==> src/design/nsc_pkg.sv <==
// Shared types, codes and character tables for the NMEA sentence checksum checker.
// No dependencies.
`timescale 1ns / 1ps
`default_nettype none

package nsc_pkg;

  localparam logic [7:0] CHAR_DOLLAR = 8'h24;
  localparam logic [7:0] CHAR_STAR   = 8'h2A;
  localparam logic [7:0] CHAR_NUL    = 8'h00;
  localparam logic [7:0] CHAR_ZERO   = 8'h30;
  localparam logic [7:0] CHAR_UPPER_A = 8'h41;
  localparam logic [7:0] CHAR_UPPER_F = 8'h46;
  localparam logic [7:0] CHAR_LOWER_A = 8'h61;
  localparam logic [7:0] CHAR_LOWER_F = 8'h66;
  localparam logic [7:0] HEX_TEN     = 8'h0A;

  localparam int unsigned HdrLen = 5;

  localparam logic [1:0] KIND_OTHER = 2'd0;
  localparam logic [1:0] KIND_GGA   = 2'd1;
  localparam logic [1:0] KIND_RMC   = 2'd2;

  localparam logic [1:0] TALKER_OTHER = 2'd0;
  localparam logic [1:0] TALKER_GP    = 2'd1;
  localparam logic [1:0] TALKER_GN    = 2'd2;

  localparam logic [0:0] REG_GPS     = 1'b0;
  localparam logic [0:0] REG_GLONASS = 1'b1;

  typedef struct packed {
    logic gps_en;
    logic glonass_en;
  } nsc_cfg_t;

  typedef struct packed {
    logic [1:0] sentence_kind;
    logic [1:0] talker_kind;
    logic       checksum_ok;
    logic [7:0] received_checksum;
    logic [7:0] computed_checksum;
    logic       ended_early;
  } nsc_result_t;

  // Header text: 0 GPGGA, 1 GNGGA, 2 GPRMC, 3 GNRMC
  function automatic logic [7:0] hdr_char(input logic [1:0] k, input logic [2:0] pos);
    logic [7:0] c;
    begin
      case (pos)
        3'd0:    c = 8'h47;
        3'd1:    c = k[0] ? 8'h4E : 8'h50;
        3'd2:    c = k[1] ? 8'h52 : 8'h47;
        3'd3:    c = k[1] ? 8'h4D : 8'h47;
        3'd4:    c = k[1] ? 8'h43 : 8'h41;
        default: c = 8'h00;
      endcase
      return c;
    end
  endfunction

  // Hex digit value; anything that is not a hex letter decodes as byte - '0'
  function automatic logic [7:0] digit_value(input logic [7:0] c);
    logic [7:0] v;
    begin
      if (c >= CHAR_UPPER_A && c <= CHAR_UPPER_F) begin
        v = c - CHAR_UPPER_A + HEX_TEN;
      end else if (c >= CHAR_LOWER_A && c <= CHAR_LOWER_F) begin
        v = c - CHAR_LOWER_A + HEX_TEN;
      end else begin
        v = c - CHAR_ZERO;
      end
      return v;
    end
  endfunction

endpackage

`default_nettype wire

==> src/design/nsc_parser.sv <==
// Sentence state machine: running XOR, header match and checksum digit decode.
// Depends on nsc_pkg.
`timescale 1ns / 1ps
`default_nettype none

module nsc_parser
  import nsc_pkg::*;
(
  input  wire logic        clk_i,
  input  wire logic        rst_ni,
  input  wire logic        step_i,
  input  wire logic [7:0]  byte_i,
  input  wire nsc_cfg_t    cfg_i,
  output logic             res_valid_o,
  output nsc_result_t      res_o
);

  localparam logic [1:0] PH_IDLE = 2'd0;
  localparam logic [1:0] PH_BODY = 2'd1;
  localparam logic [1:0] PH_HIGH = 2'd2;
  localparam logic [1:0] PH_LOW  = 2'd3;

  logic [1:0] phase_q, phase_d;
  logic [2:0] pos_q, pos_d;
  logic [3:0] flags_q, flags_d;
  logic [7:0] xor_q, xor_d;
  logic [3:0] high_q, high_d;

  logic       emit;
  logic       early;
  logic [7:0] dig;
  logic [7:0] rx;
  logic [1:0] kind;
  logic [1:0] talker;

  always_comb begin
    phase_d = phase_q;
    pos_d   = pos_q;
    flags_d = flags_q;
    xor_d   = xor_q;
    high_d  = high_q;
    emit    = 1'b0;
    early   = 1'b0;
    dig     = digit_value(byte_i);
    rx      = {high_q, 4'b0} | dig;
    unique case (phase_q)
      PH_BODY: begin
        if (byte_i == CHAR_DOLLAR) begin
          pos_d   = '0;
          flags_d = '1;
          xor_d   = '0;
        end else if (byte_i == CHAR_NUL) begin
          emit    = 1'b1;
          early   = 1'b1;
          phase_d = PH_IDLE;
        end else if (byte_i == CHAR_STAR) begin
          phase_d = PH_HIGH;
        end else begin
          xor_d = xor_q ^ byte_i;
          if (pos_q < 3'(HdrLen)) begin
            for (int k = 0; k < 4; k++) begin
              if (hdr_char(2'(k), pos_q) != byte_i) begin
                flags_d[k] = 1'b0;
              end
            end
            pos_d = pos_q + 3'd1;
          end
        end
      end
      PH_HIGH: begin
        high_d  = dig[3:0];
        phase_d = PH_LOW;
      end
      PH_LOW: begin
        emit    = 1'b1;
        phase_d = PH_IDLE;
      end
      default: begin
        if (byte_i == CHAR_DOLLAR) begin
          phase_d = PH_BODY;
          pos_d   = '0;
          flags_d = '1;
          xor_d   = '0;
        end
      end
    endcase
  end

  always_comb begin
    kind   = KIND_OTHER;
    talker = TALKER_OTHER;
    if (pos_q >= 3'(HdrLen)) begin
      if (flags_q[0] && cfg_i.gps_en) begin
        kind = KIND_GGA;  talker = TALKER_GP;
      end else if (flags_q[1] && cfg_i.glonass_en) begin
        kind = KIND_GGA;  talker = TALKER_GN;
      end else if (flags_q[2] && cfg_i.gps_en) begin
        kind = KIND_RMC;  talker = TALKER_GP;
      end else if (flags_q[3] && cfg_i.glonass_en) begin
        kind = KIND_RMC;  talker = TALKER_GN;
      end
    end
  end

  assign res_valid_o             = step_i && emit;
  assign res_o.sentence_kind     = kind;
  assign res_o.talker_kind       = talker;
  assign res_o.checksum_ok       = !early && (rx == xor_q);
  assign res_o.received_checksum = early ? 8'h00 : rx;
  assign res_o.computed_checksum = xor_q;
  assign res_o.ended_early       = early;

  always_ff @(posedge clk_i or negedge rst_ni) begin
    if (!rst_ni) begin
      phase_q <= PH_IDLE;
      pos_q   <= '0;
      flags_q <= '1;
      xor_q   <= '0;
      high_q  <= '0;
    end else if (step_i) begin
      phase_q <= phase_d;
      pos_q   <= pos_d;
      flags_q <= flags_d;
      xor_q   <= xor_d;
      high_q  <= high_d;
    end
  end

endmodule

`default_nettype wire

==> config.mk <==
export PLATFORM = sky130hd
export DESIGN_NAME = nsc_parser
export DESIGN_NICKNAME = d
export VERILOG_FILES = /design/src/design/nsc_pkg.sv /design/src/design/nsc_parser.sv
export SDC_FILE = /design/constraint.sdc
export NUM_CORES = 1
export LEC_CHECK = 0
export BUFFER_PORTS_ARGS = -buffer_cell sky130_fd_sc_hd__buf_2
export CORE_MARGIN = 2
export CORE_UTILIZATION = 51
export CTS_BUF_LIST = sky130_fd_sc_hd__clkbuf_8 sky130_fd_sc_hd__clkbuf_16
export DETAILED_ROUTE_END_ITERATION = 6
export PLACE_DENSITY_LB_ADDON = 0.05
export SLEW_MARGIN = 40
export SYNTH_ARGS = -nofsm -noshare
export SYNTH_HDL_FRONTEND = slang
export SYNTH_SLANG_ARGS = --single-unit
export TNS_END_PERCENT = 100
==> constraint.sdc <==
create_clock -name clk_i -period 6.9 [get_ports clk_i]
set_clock_uncertainty 0.1 [all_clocks]
set_input_delay 1.035 -clock clk_i [delete_from_list [all_inputs] [get_ports clk_i]]
set_output_delay 1.035 -clock clk_i [all_outputs]
set_load 0.01 [all_outputs]
* After elaboration in Yosys (flattened, before gate mapping) *
Index checks and enable logic that the tools add are counted.
W data, S select, Z words.

operators by class
  $lt $le $gt $ge = 6
  reduce and logical (&&, ||, !) cells = 28
  equal/unequal tests = 18
  bitwise gates (word level) = 3
  $add $sub $neg = 6
  mux-type cells = 66

operators with widths
  kind                   number
  $mux W8                27
  $pmux W7 S5            2
  $pmux W7 S3            2
  $ne A8 B8 Y1           4
  $reduce_and A7 Y1      4
  $mux W2                13
  $mux W4                5
  $add A8 B4 Y8 const B  2
  $eq A8 B6 Y1 const B   2
  $ge A8 B7 Y1 const B   2
  $le A8 B7 Y1 const B   2
  $pmux W8 S2            1
  $sub A8 B7 Y8 const B  2
  $mux W3                5
  $reduce_bool A2 Y1     6
  $eq A8 B8 Y1           1
  $logic_and A1 B1 Y1    8
  $logic_not A8 Y1       1
  $or A8 B8 Y8           1
  $pmux W4 S2            1
  $sub A8 B6 Y8 const B  1
  $xor A8 B8 Y8          1
  $mux W1                7
  $eq A3 B2 Y1 const B   2
  other kinds (22)       25

word-level totals
  input port bits = 13
  logic and storage cells = 135
  register bits = 21
  output and inout bits = 23

* Longest topological paths before layout *
  word-level depth = 15
  gate-level depth with buffers = 11
  depth with buffers taken out = 9

* Least setup slack after synthesis *
No wires, ideal clock.

  kind = input port to output port
  start = input byte_i[1]
  end = output res_o[17] (netlist name)
  data arrival time = 3.427 ns
  slack = 2.338 ns
  path buffers = 2
  stages on the path = 11
  data required time = 5.765 ns
  cells stage by stage = clkbuf_1 -> inv_1 -> ha_1 -> nor4b_1 -> o21bai_1 -> a32o_1 -> clkbuf_1 -> a21oi_1 -> xor2_1 -> o221ai_1 -> nor4_1

RTL lines
  what         line              RTL
  from (decl)  nsc_parser.sv:12  input wire logic [7:0] byte_i,
  to (decl)    nsc_parser.sv:15  output nsc_result_t res_o

==> results.ini <==
[run_status]
status = complete, no violations

[sta]
tightest_slew_ps = 519.4
layout_min_cycle_time_ps = 4852
hold_viol = 0
final.setup.tns_ps = 0
fmax_mhz = 206.1
relSlewSlack = 0.6511
rsz0062_at_grt = no
setup_ws_ps = 2048
min_period_over_period = 0.7032
final_max_slew_viol_count = 0
setup_viol = 0

[cells_and_area]
area_growth_pct = 9.787
fill_cells = 433
multi_input_area_um2 = 1624
final_cell_mix = 35 x buf_2, 34 x nor2_1, 29 x nand2_1
n_antenna_cell = 0
post_route_cells_drive_above_1_share = 0.1720
regArea_um2 = 530.5
final_common_cell = buf_2
final_nets = 347

[placed_design]
dp_hpwl_um = 4426
place_congestion = 0.8668
place_ws_ps = 2080
numPortBuffers = 35

[floorplan]
rows = 24
coreArea_um2 = 4324
start_util = 0.5292
fp.dieW_um = 70.99
pin_count = 36
die_area_um2 = 5039
die_h_um = 70.99

[synth]
async_reset_ff_frac = 1.000
yosysUniqueCellTypes = 59
syn_area_per_cell_um2 = 7.918
synth_warnings = 0
synth-seq-cells = 21
netlist_instances = 289
syn_area_um2 = 2288
synth_nets = 321
synthFlopType = dfrtp_1
seq_area_frac_synth = 0.2318
synth_edf_count = 0

[route]
wire_per_inst_um = 15.96
wirelength_met1_um = 3056
vias_per_cell = 5.945
num_vias = 2176
first_iter_violations = 260
firstDrtPassIters = 4
top_layer = met4
ant_nets = 0
wl_um = 5843
dr_wl_met3_um = 294
wl_met2_um = 2435
drc = 0

[critical_path]
ff2ff_setup_slack_ps = 4100
critPathMaxFanout = 14
cp.required_ps = 5760
arrival_ps = 3720
critical_path_class = primary input to output pin
crit_path_end_kind = output pin
critPathLaunchType = primary input

[worst_hold_path]
min_path_type = flip-flop to flip-flop

[cts]
numCtsBuffers = 3
cts_max_level = 1
cts.path.max_buffers = 2
cts.sinks = 21
worstSkewPairLatency_ps = 260
clkTransAtPathRegs_ps = 70
post_cts_resized = 0
holdBufCountCts = 0
cts_post_setup_buffers_inserted = 0
clk_root_buffer_cell = clkbuf_8
tritoncts = yes

[pwr]
vdd_ir_drop_max_v = 0.0002145
leakage_nw = 1.104
power_density_nw_per_um2 = 337.5

[run]
maxCapViolCount = 0

[global_routing]
grt-ovfl-total = 0
grt_pass1_vias = 2004
grt_start_max_net_pins = 22
grt_use_total = 0.2436
grt_pass1_wl_um = 9956
grt_antenna_before_repair = 0

[path summary, 6_finish.rpt]
kind / startpoint / cells past startpoint / to
min reg2reg: high_q[3] / 2 / high_q[3]
max in group asynchronous: rst_ni / 1 / flags_q[0]
max: byte_i[1] / 12 / res_o[17]
min in group asynchronous: rst_ni / 1 / pos_q[2]
min: high_q[3] / 2 / high_q[3]
max reg2reg: pos_q[1] / 7 / flags_q[2]
[final cells by class]
class,instances,share of cell area
Clock inverter,1,0.001992
Tap cell,52,0.02590
Clock buffer,3,0.01643
Timing Repair Buffer,36,0.07271
Inverter,17,0.02540
Multi-Input combinational cell,236,0.6464
Sequential cell,21,0.2112
[power breakdown]
part	leakage (nW)	internal [W]	switching (W)	total, W
registers	0.248	0.000192	0.0000855	0.000278
logic	0.830	0.000218	0.000273	0.000491
clock network	0.0255	0.0000402	0.0000390	0.0000792
[critical path, stage by stage]
cell	delay, ps
buf_2	190
inv_1	200
ha_1	190
or4b_4	500
nor3_1	430
nor4_2	60
buf_4	190
a211oi_1	210
o31ai_1	100
nand4b_1	180
nor4_1	260
buf_2	170
[cells by family (layout without fill, tap and decap cells)]
kind of cell	after synthesis	in the layout	synth area share
AND/OR/NAND/NOR	109	109	0.2400
AO/OA/AOI/OAI	73	73	0.2154
XOR/XNOR	22	22	0.09021
multiplexers	13	13	0.06014
flip-flops	21	21	0.2318
buffers and inverters	32	57	0.05850
adder cells (fa/ha/maj)	19	19	0.1039
[stage by stage]
step,hold slack (ps),power (W),util,std cells,area [um^2]
6_report,405.7,0.0008479,0.5810,366,2512
5_1_grt,455.7,0.0009306,0.5810,366,2512
4_1_cts,406.2,0.0008492,0.5810,366,2512
3_5_place_dp,387.2,0.0007640,0.5703,362,2466
3_3_place_gp,371.4,0.0007655,0.5703,362,2466
2_1_floorplan,349.8,0.0006276,-,289,2288
[flip-flops by register name, indices dropped and copies added (netlist names), named ones only]
signal and flops:
phase_q 1, high_q 4, xor_q 8, flags_q 4
pos_q 3
[layer usage]
metal | track usage | vias up
li1 | - | 1073
met1 | 0.3961 | 1027
met2 | 0.3499 | 71
met3 | 0.01852 | 5
met4 | 0.05241 | 0
met5 | 0 | -
[Yosys cell counts, types with 4 or more instances]
cell type	count	area share
dfstp_2	4	0.046
nor3_1	6	0.013
nor2_1	34	0.056
xnor2_1	8	0.031
o31ai_1	5	0.016
and2_1	4	0.011
mux2i_1	7	0.031
nand2_1	29	0.048
dfrtp_1	17	0.19
mux2_2	4	0.020
xor2_1	13	0.050
clkbuf_1	10	0.016
a31oi_1	5	0.014
nor2b_1	4	0.011
o21ai_0	16	0.035
inv_1	16	0.026
ha_1	19	0.10
a21oi_1	19	0.042
nor4_1	4	0.011
nand3_1	5	0.011
(Power assumes the default switching activity.)
